$ cat src/rtl/numeric_range_parse_apply_macros.svh
// ---------------------------------------------------------------------------
// Assertion macros for the numeric range parser
// Clocked immediate-implication and next-cycle-implication checks that are
// disabled while reset is asserted.
// ---------------------------------------------------------------------------
`ifndef NUMERIC_RANGE_PARSE_APPLY_MACROS_SVH
`define NUMERIC_RANGE_PARSE_APPLY_MACROS_SVH

// Consequent must hold in the same cycle as the antecedent.
`define NRPA_ASSERT_NOW(lbl, clk, rst_n, ante, cons, msg) \
    lbl: assert property (@(posedge clk) disable iff (!rst_n) (ante) |-> (cons)) \
        else $error(msg);

// Consequent must hold in the cycle after the antecedent.
`define NRPA_ASSERT_NEXT(lbl, clk, rst_n, ante, cons, msg) \
    lbl: assert property (@(posedge clk) disable iff (!rst_n) (ante) |=> (cons)) \
        else $error(msg);

`endif

$ cat src/rtl/nrpa_pkg.sv
// ---------------------------------------------------------------------------
// nrpa_pkg
// Types and codes shared by the numeric range parser.
// ---------------------------------------------------------------------------
package nrpa_pkg;

    localparam int OUT_BITS = 31;

    typedef logic [1:0] phase_t;
    typedef logic [2:0] status_t;

    // Parser phases
    localparam phase_t PH_START0 = 2'd0;   // expect first start digit
    localparam phase_t PH_START  = 2'd1;   // in start digits
    localparam phase_t PH_END0   = 2'd2;   // expect first end digit
    localparam phase_t PH_END    = 2'd3;   // in end digits

    // Result status codes
    localparam status_t ST_PASS    = 3'd0;
    localparam status_t ST_SINGLE  = 3'd1;
    localparam status_t ST_RANGE   = 3'd2;
    localparam status_t ST_INVALID = 3'd3;
    localparam status_t ST_NODATA  = 3'd4;

    // Characters of the range grammar
    localparam logic [7:0] CH_ZERO  = 8'h30;
    localparam logic [7:0] CH_NINE  = 8'h39;
    localparam logic [7:0] CH_COLON = 8'h3A;

endpackage

$ cat src/rtl/numeric_range_parse_apply.sv
// ---------------------------------------------------------------------------
// numeric_range_parse_apply
// Parses a one-dimension index range text ("N" or "N:M") one character per
// transfer and resolves it against the target array's shape.
// ---------------------------------------------------------------------------
// Usage:
//   Slave side carries one character per transfer in s_tdata[7:0] together
//   with the target array length in s_tdata[39:8] and the array flag in
//   s_tuser; s_tlast marks the final character of a range text. Shape fields
//   are only looked at on the transfer with s_tlast set.
//   Master side gives one result per range text: status in m_tuser, first
//   index in m_tdata[30:0] and last index in m_tdata[61:31].
//   Throughput: one character per cycle while the master side keeps up. The character decode
//   and the saturating multiply-by-ten accumulator update form one register
//   stage; the final compares and clamp form the next.
//   The last character's range is captured in the finish register and its
//   result then in the output register, which drives m_tvalid.
//   Reset clears the parser to "expect first start digit" and empties both
//   result stages. When the master side stalls, the output and finish
//   registers hold; s_tready drops only once both are full.
// ---------------------------------------------------------------------------
`include "numeric_range_parse_apply_macros.svh"

module numeric_range_parse_apply
    import nrpa_pkg::*;
#(
    parameter int INDEX_BITS = 31
)
(
    input  logic        clk,
    input  logic        rst_n,

    input  logic        s_tvalid,
    output logic        s_tready,
    input  logic [39:0] s_tdata,    // ch[7:0], array_len[39:8]
    input  logic        s_tlast,
    input  logic        s_tuser,    // array_flag[0]

    output logic        m_tvalid,
    input  logic        m_tready,
    output logic [63:0] m_tdata,    // first_index[30:0], last_index[61:31], zero pad
    output logic [2:0]  m_tuser     // status[2:0]
);

    localparam int PUSH_BITS = INDEX_BITS + 4;

    typedef logic [INDEX_BITS-1:0] acc_t;

    // Saturating acc * 10 + digit
    function automatic acc_t acc_push(input acc_t acc, input logic [3:0] dig);
        logic [PUSH_BITS-1:0] v;
        v = {1'b0, acc, 3'b000} + {3'b000, acc, 1'b0} + PUSH_BITS'(dig);
        return (|v[PUSH_BITS-1:INDEX_BITS]) ? '1 : v[INDEX_BITS-1:0];
    endfunction

    logic [7:0]        ch;
    logic              is_digit;
    logic [3:0]        dig;
    logic              s_accept;
    logic              fin_ready;
    logic              out_ready;

    // Parser state
    phase_t            phase_reg, phase_next;
    logic              err_reg, err_next;
    acc_t              start_reg, start_next;
    acc_t              end_reg, end_next;

    // State after the current character
    phase_t            upd_phase;
    logic              upd_err;
    acc_t              upd_start;
    acc_t              upd_end;

    // Finish stage
    logic              fin_valid_reg, fin_valid_next;
    phase_t            fin_phase_reg;
    logic              fin_err_reg;
    acc_t              fin_start_reg;
    acc_t              fin_end_reg;
    logic              fin_arr_reg;
    logic [31:0]       fin_len_reg;

    // Result computation
    status_t           res_status;
    logic [OUT_BITS-1:0] res_first;
    logic [OUT_BITS-1:0] res_last;
    logic              len_pos;
    logic [31:0]       start_ext;
    logic [31:0]       end_ext;
    logic [31:0]       len_m1;

    // Output register
    logic              out_valid_reg;
    status_t           out_status_reg;
    logic [OUT_BITS-1:0] out_first_reg;
    logic [OUT_BITS-1:0] out_last_reg;

    assign ch        = s_tdata[7:0];
    assign is_digit  = ch inside {[CH_ZERO:CH_NINE]};
    assign dig       = 4'(ch - CH_ZERO);

    assign out_ready = !out_valid_reg || m_tready;
    assign fin_ready = !fin_valid_reg || out_ready;
    assign s_tready  = fin_ready;
    assign s_accept  = s_tvalid && s_tready;

    // -----------------------------------------------------------------------
    // Character decode
    // -----------------------------------------------------------------------
    always_comb
    begin
        upd_phase = phase_reg;
        upd_err   = err_reg;
        upd_start = start_reg;
        upd_end   = end_reg;
        // Once an error is flagged, ignore characters until the last one
        if (!err_reg)
        begin
            case (phase_reg)
                PH_START0:
                begin
                    if (is_digit)
                    begin
                        upd_start = INDEX_BITS'(dig);
                        upd_phase = PH_START;
                    end
                    else
                    begin
                        upd_err = 1'b1;
                    end
                end
                PH_START:
                begin
                    if (is_digit)
                        upd_start = acc_push(start_reg, dig);
                    else if (ch == CH_COLON)
                        upd_phase = PH_END0;
                    else
                        upd_err = 1'b1;
                end
                PH_END0:
                begin
                    if (is_digit)
                    begin
                        upd_end   = INDEX_BITS'(dig);
                        upd_phase = PH_END;
                    end
                    else
                    begin
                        upd_err = 1'b1;
                    end
                end
                PH_END:
                begin
                    if (is_digit)
                        upd_end = acc_push(end_reg, dig);
                    else
                        upd_err = 1'b1;
                end
                default:
                begin
                    upd_err = 1'b1;
                end
            endcase
        end
    end

    always_comb
    begin
        phase_next = phase_reg;
        err_next   = err_reg;
        start_next = start_reg;
        end_next   = end_reg;
        if (s_accept)
        begin
            if (s_tlast)
            begin
                // Return to the idle parse state for the next range text
                phase_next = PH_START0;
                err_next   = 1'b0;
                start_next = '0;
                end_next   = '0;
            end
            else
            begin
                phase_next = upd_phase;
                err_next   = upd_err;
                start_next = upd_start;
                end_next   = upd_end;
            end
        end
    end

    always_ff @(posedge clk or negedge rst_n)
    begin
        if (!rst_n)
        begin
            phase_reg <= PH_START0;
            err_reg   <= 1'b0;
            start_reg <= '0;
            end_reg   <= '0;
        end
        else
        begin
            phase_reg <= phase_next;
            err_reg   <= err_next;
            start_reg <= start_next;
            end_reg   <= end_next;
        end
    end

    // -----------------------------------------------------------------------
    // Finish stage: capture the parsed range and shape on the last character
    // -----------------------------------------------------------------------
    assign fin_valid_next = fin_ready ? (s_accept && s_tlast) : fin_valid_reg;

    always_ff @(posedge clk or negedge rst_n)
    begin
        if (!rst_n)
            fin_valid_reg <= 1'b0;
        else
            fin_valid_reg <= fin_valid_next;
    end

    always_ff @(posedge clk)
    begin
        if (s_accept && s_tlast)
        begin
            fin_phase_reg <= upd_phase;
            fin_err_reg   <= upd_err;
            fin_start_reg <= upd_start;
            fin_end_reg   <= upd_end;
            fin_arr_reg   <= s_tuser;
            fin_len_reg   <= s_tdata[39:8];
        end
    end

    // -----------------------------------------------------------------------
    // Resolve against the array shape
    // -----------------------------------------------------------------------
    assign len_pos   = (fin_len_reg != 32'd0) && !fin_len_reg[31];
    assign start_ext = 32'(fin_start_reg);
    assign end_ext   = 32'(fin_end_reg);
    assign len_m1    = fin_len_reg - 32'd1;

    always_comb
    begin
        res_status = ST_PASS;
        res_first  = '0;
        res_last   = '0;
        if (!fin_arr_reg || !len_pos)
        begin
            res_status = ST_PASS;
        end
        else if (fin_err_reg || fin_phase_reg == PH_START0 || fin_phase_reg == PH_END0)
        begin
            res_status = ST_INVALID;
        end
        else if (fin_phase_reg == PH_END && start_ext >= end_ext)
        begin
            res_status = ST_INVALID;
        end
        else if (start_ext >= fin_len_reg)
        begin
            res_status = ST_NODATA;
        end
        else if (fin_phase_reg == PH_START)
        begin
            res_status = ST_SINGLE;
            res_first  = OUT_BITS'(fin_start_reg);
            res_last   = OUT_BITS'(fin_start_reg);
        end
        else
        begin
            // Clamp the end to the last element of the array
            res_status = ST_RANGE;
            res_first  = OUT_BITS'(fin_start_reg);
            res_last   = (end_ext >= fin_len_reg) ? len_m1[OUT_BITS-1:0]
                                                  : OUT_BITS'(fin_end_reg);
        end
    end

    // -----------------------------------------------------------------------
    // Output register
    // -----------------------------------------------------------------------
    always_ff @(posedge clk or negedge rst_n)
    begin
        if (!rst_n)
            out_valid_reg <= 1'b0;
        else if (out_ready)
            out_valid_reg <= fin_valid_reg;
    end

    always_ff @(posedge clk)
    begin
        if (out_ready && fin_valid_reg)
        begin
            out_status_reg <= res_status;
            out_first_reg  <= res_first;
            out_last_reg   <= res_last;
        end
    end

    assign m_tvalid = out_valid_reg;
    assign m_tuser  = out_status_reg;
    assign m_tdata  = {2'b00, out_last_reg, out_first_reg};

    // -----------------------------------------------------------------------
    // Assertions
    // -----------------------------------------------------------------------
    `NRPA_ASSERT_NEXT(a_last_clears_parser, clk, rst_n, s_accept && s_tlast,
        phase_reg == PH_START0 && !err_reg && fin_valid_reg,
        "parser not cleared or finish stage empty after last character")

    `NRPA_ASSERT_NEXT(a_fin_holds_on_stall, clk, rst_n, fin_valid_reg && !out_ready,
        fin_valid_reg && $stable(fin_start_reg) && $stable(fin_len_reg),
        "finish stage lost its range while the output was stalled")

    `NRPA_ASSERT_NOW(a_single_indices, clk, rst_n, m_tvalid && m_tuser == ST_SINGLE,
        m_tdata[30:0] == m_tdata[61:31],
        "single element result with differing first and last index")

    `NRPA_ASSERT_NOW(a_range_order, clk, rst_n, m_tvalid && m_tuser == ST_RANGE,
        m_tdata[30:0] <= m_tdata[61:31],
        "subrange result with first index past last index")

endmodule

$ cat config.mk
export PLATFORM = sky130hd
export DESIGN_NAME = numeric_range_parse_apply
export DESIGN_NICKNAME = d
export VERILOG_FILES = /design/src/rtl/nrpa_pkg.sv /design/src/rtl/numeric_range_parse_apply.sv
export VERILOG_INCLUDE_DIRS = /design/src /design/src/rtl
export SDC_FILE = /design/constraint.sdc
export NUM_CORES = 1
export LEC_CHECK = 0
export ABC_CLOCK_PERIOD_IN_PS = 4900
export BUFFER_PORTS_ARGS = -buffer_cell sky130_fd_sc_hd__buf_4
export CELL_PAD_IN_SITES_DETAIL_PLACEMENT = 0
export CELL_PAD_IN_SITES_GLOBAL_PLACEMENT = 2
export CORE_MARGIN = 2
export CORE_UTILIZATION = 40
export CTS_CLUSTER_SIZE = 16
export DETAILED_ROUTE_END_ITERATION = 10
export GPL_TIMING_DRIVEN = 0
export PLACE_DENSITY_LB_ADDON = 0.1
export SETUP_SLACK_MARGIN = 0.05
export SLEW_MARGIN = 20
export SYNTH_ARGS = -nofsm -noshare
export SYNTH_HDL_FRONTEND = slang
export SYNTH_SLANG_ARGS = --single-unit
$ cat constraint.sdc
create_clock -name clk -period 4.9 [get_ports clk]
set_input_delay 0.735 -clock clk [delete_from_list [all_inputs] [get_ports clk]]
set_output_delay 0.735 -clock clk [all_outputs]
set_load 0.005 [all_outputs]
Word-level counts from Yosys, hierarchy flattened
Cells that the tools add are included.
Widths: inputs -> output; s select.
{ "classes": {"add_sub_neg": 6, "muxes": 31, "eq_ne": 7, "n_reduce_logical": 24, "n_shift": 0, "n_div": 0, "n_bitwise": 0, "mul": 0, "n_lt_le_gt_ge": 5} }
{ "ops": {"columns": ["cell", "count"], "rows": [
  ["$mux 31", 12],
  ["$pmux 31 s2", 2],
  ["$add 34x32->35", 2],
  ["$add 35x4->35", 2],
  ["$ge 31x32->1", 2],
  ["$reduce_bool 32->1", 1],
  ["$ge 31x31->1", 1],
  ["$sub 31x1->31 const B", 1],
  ["$mux 2", 9],
  ["$reduce_or 4->1", 3],
  ["$eq 2x2->1 const B", 4],
  ["$eq 8x6->1 const B", 1],
  ["$ge 8x6->1 const B", 1],
  ["$le 8x6->1 const B", 1],
  ["$logic_and 1x1->1", 6],
  ["$pmux 2 s3", 1],
  ["$reduce_or 3->1", 2],
  ["$logic_not 1->1", 5],
  ["$logic_or 1x1->1", 5],
  ["$mux 1", 5],
  ["$eq 2x1->1 const B", 2],
  ["$logic_not 2->1", 2],
  ["$sub 4x1->4 const B", 1],
  ["$mux 3", 1],
  ["$pmux 1 s2", 1]
]} }
{ "word_totals": {"ff_bits": 230, "out_inout_bits": 69, "inputBits": 46, "ramBits": 0, "wordCells": 89, "latch_bits": 0, "rom_bits": 0, "memories": 0} }

Logic depth before layout (Yosys ltp)
Gate-level depths: netlist of run 1.
{ "depth": {"depth_word": 8, "ltp_mapped": 15, "ltp_nobuf": 12} }

Least setup slack after synthesis of run 1
No wires, ideal clock.
{ "synth_timing": {"path_kind": "in2reg", "from": "input port s_tdata[3]", "to": "register fin_start_reg[21] (data pin)", "required_ps": 4626, "t_arrival_ps": 3925, "stages": 14, "setup_slack_ps": 701, "path_cell_list": "fa_1 > fa_1 > a211oi_1 > nor2_1 > o22ai_2 > o221ai_2 > and3_1 > a32o_1 > or4b_4 > buf_6 > nor2_2 > buf_4 > buf_6 > a31oi_1"} }
{ "synth_between": {"elab_chain_cells": 7} }
{ "synth_lines": {"columns": ["item", "line_no", "rtl"], "rows": [
  ["start, declared", "numeric_range_parse_apply.sv:35", "input logic [39:0] s_tdata,"],
  ["$sub 4x1->4", "numeric_range_parse_apply.sv:101", "assign dig = 4'(ch - CH_ZERO);"],
  ["$add 35x4->35", "numeric_range_parse_apply.sv:52", "v = {1'b0, acc, 3'b000} + {3'b000, acc, 1'b0} + PUSH_BITS'(dig);"],
  ["$reduce_or 4->1", "numeric_range_parse_apply.sv:53", "return (|v[PUSH_BITS-1:INDEX_BITS]) ? '1 : v[INDEX_BITS-1:0];"],
  ["$mux 31", "numeric_range_parse_apply.sv:53", null],
  ["$mux 31", "numeric_range_parse_apply.sv:135", "if (is_digit)"],
  ["$pmux 31 s2 *", "numeric_range_parse_apply.sv:120", "case (phase_reg)"],
  ["$mux 31 *", "numeric_range_parse_apply.sv:118", "if (!err_reg)"],
  ["named net upd_start[21]", "numeric_range_parse_apply.sv:72", "acc_t upd_start;"],
  ["end signal, assigned", "numeric_range_parse_apply.sv:232", "fin_start_reg <= upd_start;"],
  ["end, declared", "numeric_range_parse_apply.sv:79", "acc_t fin_start_reg;"]
]} }
The timed path passes the listed nets; every way through them passes the cells marked *.
A chain may end at the register's enable or synchronous reset.

Final worst setup path of run 1
{ "layout_timing": {"from": "register end_reg[0]", "to": "register fin_end_reg[3] (data pin)"} }
{ "layout_between": {"elab_chain_cells": 7} }
{ "layout_lines": {"columns": ["item", "line_no", "rtl"], "rows": [
  ["start, declared", "numeric_range_parse_apply.sv:67", "acc_t end_reg, end_next;"],
  ["start signal, assigned", "numeric_range_parse_apply.sv:209", "end_reg <= end_next;"],
  ["$add 34x32->35 *", "numeric_range_parse_apply.sv:52", null],
  ["$add 35x4->35 *", "numeric_range_parse_apply.sv:52", null],
  ["$reduce_or 4->1", "numeric_range_parse_apply.sv:53", null],
  ["$mux 31 *", "numeric_range_parse_apply.sv:53", null],
  ["$mux 31 *", "numeric_range_parse_apply.sv:156", "if (is_digit)"],
  ["$pmux 31 s2 *", "numeric_range_parse_apply.sv:120", null],
  ["$mux 31 *", "numeric_range_parse_apply.sv:118", null],
  ["named net upd_end[3]", "numeric_range_parse_apply.sv:73", "acc_t upd_end;"],
  ["end signal, assigned", "numeric_range_parse_apply.sv:233", "fin_end_reg <= upd_end;"],
  ["end, declared", "numeric_range_parse_apply.sv:80", "acc_t fin_end_reg;"]
]} }
Marks and branches as above.

==> metrics.log, run 1 <==
INFO  metric run_status = complete, no violations
INFO  metric worstPathMaxFanout = 10
INFO  metric min_period_over_period = 0.927
INFO  metric worst_setup_path_end_kind = register
INFO  metric synth-edff-count = 163
INFO  metric antenna_found_initial = 1
INFO  metric postSynthRegisterBits = 230
INFO  metric regToRegSetupSlack = 0.36 ns
INFO  metric drt-vias-per-instance = 5.67
INFO  metric clock-skew-final = 0.0149 ns
INFO  metric timing_worst_setup_path_type = reg2reg
INFO  metric final-seq-area = 6570 um2
INFO  metric synthesis.instances = 1,722
INFO  metric cts-root-buf = sky130_fd_sc_hd__clkbuf_16
INFO  metric setup_violators_final = 0
INFO  metric number_of_placed_instances_with_taps_included = 2,369
INFO  metric final-instance-count-excl-fill = 2,420
INFO  metric max-cap-violations = 0
INFO  metric worst_r2r_startpoint = end_reg[0]
INFO  metric floorplan.die_area = 43,200 um2
INFO  metric area_delta_synth_final = 15.2%
INFO  metric route.vias.total = 13,724
INFO  metric tritoncts = built
INFO  metric dp.final_hpwl = 40.9 mm
INFO  metric synth_top_area_share = 0.294
INFO  metric power.static_leakage = 8.44 nW
INFO  metric critPathSlowestCell = sky130_fd_sc_hd__fa_1
INFO  metric global_route.peak_usage_layer = met2
INFO  metric synth_async_reset_ratio = 0.291
INFO  metric drt_wl_total = 51.5 mm
INFO  metric detail_route.iter0.violations = 885
INFO  metric synthesis.area = 16,600 um2
INFO  metric boundaryPins = 115
INFO  metric fp-row-count = 74
INFO  metric hold_buffer_count_at_cts = 0
INFO  metric drc = 0
INFO  metric core-area = 40,900 um2
INFO  metric totalPowerFinal = 0.00485 W
INFO  metric final-max-slew-violation-count = 0
INFO  metric initial_utilization = 0.406
INFO  metric worstSetupPathDepth = 12
INFO  metric synth.distinct_cells = 85
INFO  metric worst-path-buf-inv = 1
INFO  metric post_cts_resize_count = 0
INFO  metric path_clk_slew = 0.06 ns
INFO  metric hold_path_class = in2async
INFO  metric post_synth.cell_area_avg = 9.66 um2
INFO  metric synth_sequential_area_ratio = 0.395
INFO  metric power_density = 253 nW/um2
INFO  metric die_width = 208 um
INFO  metric timing.final.hold_violations = 0
INFO  metric cts_inserted_buffers = 27
INFO  metric grt_first_pass_wirelength = 81.7 mm
INFO  metric detail-route-antenna-nets = 0
INFO  metric arrival = 4.79 ns
INFO  metric grtUsageTotal = 0.239
INFO  metric area_used_by_multi_input_combinational_logic = 9390 um2
INFO  metric htreeDepth = 1
INFO  metric grt_max_degree = 68
INFO  metric grt_overflow_total = 0
INFO  metric wire_per_inst = 21.3 um
INFO  metric diodes = 0
INFO  metric layout_min_cycle_time = 4.54 ns
INFO  metric timing.rr.end = fin_end_reg[3]
INFO  metric grt_pass1_vias = 13,833
INFO  metric globalRouteMet3Util = 0.0317
INFO  metric postLayoutCoreUtil = 0.468
INFO  metric r2r_cells = 12
INFO  metric setup.worst_path.start_class = register
INFO  metric library_cell_occupying_the_most_area_in_the_post_synthesis_netlist = sky130_fd_sc_hd__edfxtp_1
INFO  metric chipHeight = 208 um
INFO  metric finalWorstSetupSlack = 0.356 ns
INFO  metric clock_path_buffers = 3
INFO  metric cts_setup_buffers = 0
INFO  metric yosys_most_used_dff = sky130_fd_sc_hd__edfxtp_1
INFO  metric tritoncts_num_sinks = 230
INFO  metric drive_gt1_frac = 0.114
INFO  metric drtPass1Iterations = 5
INFO  metric most-common-layout-cells = sky130_fd_sc_hd__ha_1 (216), sky130_fd_sc_hd__edfxtp_1 (163), sky130_fd_sc_hd__nand2_1 (143), sky130_fd_sc_hd__o21ai_0 (138), sky130_fd_sc_hd__nor2_1 (124)
INFO  metric port-buffer-count = 112
INFO  metric gp_routability_congestion = 0.908
INFO  metric fin_nets = 2,133
INFO  metric gr-usage-met2 = 0.387
INFO  metric detailedPlace.worstSlack = -0.252 ns
INFO  metric largest_reg_flops = 32
INFO  metric slowest_delay = 0.53 ns
INFO  metric max_freq = 220 MHz
INFO  metric crit_path_cell_trace = fa_1 > fa_1 > a211o_1 > a21oi_1 > o211ai_1 > a31oi_2 > o21ai_0 > xnor2_1 > o2111ai_1 > buf_2 > o31ai_1 > nand2_1
INFO  metric critPathRequiredTime = 5.15 ns
INFO  metric critical-path-top-delay-family = compound AO/OA/AOI/OAI gates
INFO  metric mostFrequentLayoutCell = sky130_fd_sc_hd__ha_1
INFO  metric ys_top_cells_by_area = sky130_fd_sc_hd__edfxtp_1 (29%), sky130_fd_sc_hd__ha_1 (16%), sky130_fd_sc_hd__dfrtp_1 (10%)
INFO  metric fillers = 3,940
INFO  metric tightest_slew = 1.08 ns
INFO  metric yosys_warnings = 0
INFO  metric clk-insertion-delay-late = 0.56 ns
INFO  metric worst_path_most_repeated_cell = sky130_fd_sc_hd__fa_1
INFO  metric vdd_drop_max = 229 uV
INFO  metric grt_setup_unrepaired = false
INFO  metric slew_headroom = 0.278
INFO  metric gr_layer_usage_met1 = 0.337
[cell families after synthesis]
| kind of cell | Yosys count | share of synthesized area |
|---|---|---|
| simple gates | 562 | 0.169 |
| fa+ha+maj | 220 | 0.167 |
| buf+inv | 160 | 0.0411 |
| compound gates | 471 | 0.186 |
| mux | 2 | 0.00135 |
| flops | 230 | 0.395 |
| other cells | 1 | 0.000226 |
| xor+xnor | 76 | 0.0400 |
[per-layer routing]
layer  wire length [um]  vias to the layer above
met5                  0                        -
met4               1310                        0
met3               2370                       64
met2              23500                      302
met1              24300                     6615
li1                   -                     6743
[metrics by stage]
stage / hold WS [ns] / instance area (um2) / TNS, ns
6_report: 0.0727 / 19200 / 0
5_1_grt: 0.0676 / 19200 / 0
4_1_cts: 0.329 / 19100 / 0
3_5_place_dp: 0.480 / 18200 / -3.84
3_3_place_gp: 0.467 / 18100 / -20.86
2_1_floorplan: 0.439 / 16600 / 0
[synthesized netlist by cell type (all sizes together) (30+ instances only)]
cell type,count
inv,85
and2,42
o21ai,139
dfrtp,67
nor4,35
ha,216
a21oi,97
clkbuf,51
nand2,144
a21o,39
nor3,83
edfxtp,163
xnor2,48
nor2,125
o211ai,40
a31oi,42
nand3,30
[power by group]
part           switching, W  internal [W]
Clock              0.000850       0.00126
Combinational      0.000292      0.000208
Sequential        0.0000748       0.00217
[layout make-up]
| type | count | share of cell area |
|---|---|---|
| multi-input combinational | 1333 | 0.490 |
| sequential | 230 | 0.343 |
| clock buffer | 34 | 0.0377 |
| clock inverter | 16 | 0.0104 |
| inverter | 85 | 0.0169 |
| timing repair buffer | 115 | 0.0482 |
| tap | 532 | 0.0347 |
| buffer | 75 | 0.0190 |
[worst max-delay path by stage]
stage / startpoint / end / slack (ns)
after floorplan: s_tdata[3] / fin_start_reg[21] / 0.70
after global placement: s_tdata[3] / fin_end_reg[3] / -0.27
after detailed placement: s_tdata[3] / fin_end_reg[6] / -0.25
after CTS: end_reg[0] / fin_end_reg[6] / 0.18
after global routing: end_reg[2] / fin_end_reg[3] / 0.05
final: end_reg[0] / fin_end_reg[3] / 0.36
(Power assumes the default switching activity.)
==> run 2: changes to the inputs <==
Settings changed: CORE_UTILIZATION 40 to 41, CTS_BUF_LIST set to sky130_fd_sc_hd__clkbuf_4 sky130_fd_sc_hd__clkbuf_8.
==> run 2 against run 1 <==
  * Sequential power hardly changed
  * First-iteration DRC count is 9.2% higher
  * Critical path depth is 2 higher
  * Via count is 1.3% higher
  * Clock skew is 0.021 ns higher
  * Sequential share of layout area hardly changed
  * Critical path type unchanged
  * Die area is 2.4% lower
  * Non-clock buffer count is 1 lower
  * Clock power is 2% higher
  * Maximum frequency is 1.2% higher
  * Critical endpoint is now fin_start_reg[29]
  * Global-route usage is 0.84 points higher
  * Count of clock-buffer cells in the layout is 21 higher
==> metrics.log, run 2 (same netlist as run 1, synthesis figures left out) <==
INFO  metric worst-path-buf-inv = 3 (+2)
INFO  metric max_freq = 223 MHz (+1.2%)
INFO  metric floorplan.die_area = 42,200 um2 (-2.4%)
INFO  metric diodes = 0 (unchanged)
INFO  metric drt_wl_total = 51.5 mm (about the same)
INFO  metric detailedPlace.worstSlack = -0.279 ns (-0.0261 ns)
INFO  metric htreeDepth = 2 (+1)
INFO  metric min_period_over_period = 0.916 (-0.0109)
INFO  metric grtUsageTotal = 0.248 (+0.00845)
INFO  metric post_cts_resize_count = 0 (unchanged)
INFO  metric wire_per_inst = 21.1 um (-0.83%)
INFO  metric fp-row-count = 73 (-1.4%)
INFO  metric drive_gt1_frac = 0.127 (+0.0130)
INFO  metric setup_violators_final = 0 (unchanged)
INFO  metric port-buffer-count = 112 (unchanged)
INFO  metric tritoncts = built
INFO  metric timing_worst_setup_path_type = reg2reg
INFO  metric fillers = 3,816 (-3.1%)
INFO  metric clk-insertion-delay-late = 0.60 ns (+0.04 ns)
INFO  metric grt_pass1_vias = 13,598 (-1.7%)
INFO  metric tightest_slew = 1.03 ns (-0.0476 ns)
INFO  metric boundaryPins = 115 (unchanged)
INFO  metric crit_path_cell_trace = fa_1 > fa_1 > a211oi_1 > nor2_1 > o22ai_2 > o221ai_2 > and3_1 > a32o_1 > or4b_4 > buf_6 > nor2_2 > buf_4 > buf_6 > a31oi_1
INFO  metric detail-route-antenna-nets = 0 (unchanged)
INFO  metric antenna_found_initial = 0 (-1)
INFO  metric slowest_delay = 0.53 ns (about the same)
INFO  metric clock_path_buffers = 3 (unchanged)
INFO  metric cts_setup_buffers = 0 (unchanged)
INFO  metric dp.final_hpwl = 40.3 mm (-1.5%)
INFO  metric power_density = 255 nW/um2 (+0.66%)
INFO  metric arrival = 4.80 ns (about the same)
INFO  metric regToRegSetupSlack = 0.41 ns (+0.05 ns)
INFO  metric largest_reg_flops = 32 (unchanged)
INFO  metric finalWorstSetupSlack = 0.409 ns (+0.0535 ns)
INFO  metric tritoncts_num_sinks = 230 (unchanged)
INFO  metric worst_r2r_startpoint = start_reg[0]
INFO  metric final-max-slew-violation-count = 0 (unchanged)
INFO  metric slew_headroom = 0.310 (+0.0319)
INFO  metric grt_max_degree = 68 (unchanged)
INFO  metric gp_routability_congestion = 0.886 (-2.5%)
INFO  metric route.vias.total = 13,896 (+1.3%)
INFO  metric timing.rr.end = fin_start_reg[29]
INFO  metric run_status = complete, no violations
INFO  metric vdd_drop_max = 170 uV (-25%)
INFO  metric r2r_cells = 14 (+2)
INFO  metric hold_buffer_count_at_cts = 0 (unchanged)
INFO  metric timing.final.hold_violations = 0 (unchanged)
INFO  metric grt_setup_unrepaired = false
INFO  metric max-cap-violations = 0 (unchanged)
INFO  metric critPathRequiredTime = 5.20 ns (+0.05 ns)
INFO  metric hold_path_class = in2async
INFO  metric drt-vias-per-instance = 5.70 (+0.42%)
INFO  metric grt_overflow_total = 0 (unchanged)
INFO  metric area_delta_synth_final = 15.4%
INFO  metric number_of_placed_instances_with_taps_included = 2,362 (-0.30%)
INFO  metric most-common-layout-cells = sky130_fd_sc_hd__ha_1 (216), sky130_fd_sc_hd__edfxtp_1 (163), sky130_fd_sc_hd__nand2_1 (143), sky130_fd_sc_hd__o21ai_0 (138), sky130_fd_sc_hd__nor2_1 (124)
INFO  metric chipHeight = 205 um (-1.2%)
INFO  metric postLayoutCoreUtil = 0.481 (+0.0125)
INFO  metric cts_inserted_buffers = 42 (+56%)
INFO  metric critPathSlowestCell = sky130_fd_sc_hd__fa_1
INFO  metric totalPowerFinal = 0.00489 W (+0.80%)
INFO  metric clock-skew-final = 0.0361 ns (+0.0212 ns)
INFO  metric drtPass1Iterations = 5 (unchanged)
INFO  metric die_width = 205 um (-1.2%)
INFO  metric critical-path-top-delay-family = compound AO/OA/AOI/OAI gates
INFO  metric core-area = 39,900 um2 (-2.5%)
INFO  metric worst_setup_path_end_kind = register
INFO  metric final-instance-count-excl-fill = 2,440 (+0.83%)
INFO  metric initial_utilization = 0.417 (+0.0103)
INFO  metric detail_route.iter0.violations = 966 (+9.2%)
INFO  metric drc = 0 (unchanged)
INFO  metric cts-root-buf = sky130_fd_sc_hd__clkbuf_8
INFO  metric grt_first_pass_wirelength = 79.5 mm (-2.7%)
INFO  metric mostFrequentLayoutCell = sky130_fd_sc_hd__ha_1
INFO  metric path_clk_slew = 0.07 ns (about the same)
INFO  metric setup.worst_path.start_class = register
INFO  metric power.static_leakage = 8.51 nW (+0.77%)
INFO  metric fin_nets = 2,147 (+0.66%)
INFO  metric layout_min_cycle_time = 4.49 ns (-0.0535 ns)
INFO  metric worstPathMaxFanout = 10 (unchanged)
run 2: cell types whose count changed in the layout (fill, tap and decap cells not counted), sizes merged:
cell      before  now
buf          136  135
bufinv         4    7
clkinv         5   12
clkbuf        85  106
clkinvlp       4    1
run 2: metrics by stage:
step           area (um2)  TNS (ns)  hold slack (ns)
5_1_grt             19200         0            0.187
2_1_floorplan       16600         0            0.439
3_5_place_dp        18200     -2.30            0.492
4_1_cts             19200         0            0.251
6_report            19200         0            0.177
3_3_place_gp        18100    -13.66            0.471
run 2: worst max-delay path by stage:
stage               depth (start not counted)  slack, ns    startpoint           endpoint
detailed placement                         13      -0.28    s_tdata[3]     fin_end_reg[6]
global route                               12       0.07    end_reg[2]     fin_end_reg[6]
global placement                           13      -0.31    s_tdata[3]     fin_end_reg[6]
finish                                     14       0.41  start_reg[0]  fin_start_reg[29]
CTS                                        12       0.16    end_reg[0]     fin_end_reg[6]
floorplan                                  14       0.70    s_tdata[3]  fin_start_reg[21]
run 2: area by class of cell:
type,count,area (um2),share of cell area
clock inverters,23,298,0.0155
multi-input cells,1333,9390,0.489
repair buffers,114,900,0.0469
inverters,85,324,0.0169
plain buffers,75,364,0.0190
flip-flops and latches,230,6570,0.342
clock buffers,55,688,0.0359
well taps,525,657,0.0342
run 2: metal layers:
metal / part of all wire / global-route usage / wire, um / vias to the layer above
li1: - / - / - / 6790
met1: 0.47 / 0.348 / 24500 / 6660
met2: 0.44 / 0.385 / 22800 / 362
met3: 0.049 / 0.0393 / 2550 / 84
met4: 0.034 / 0.0907 / 1740 / 0
met5: 0 / 0 / 0 / -
run 2: power by group:
group          total [W]  switching [W]  internal (W)
combinational   0.000490       0.000284      0.000206
clock            0.00216       0.000856       0.00130
sequential       0.00225      0.0000765       0.00217
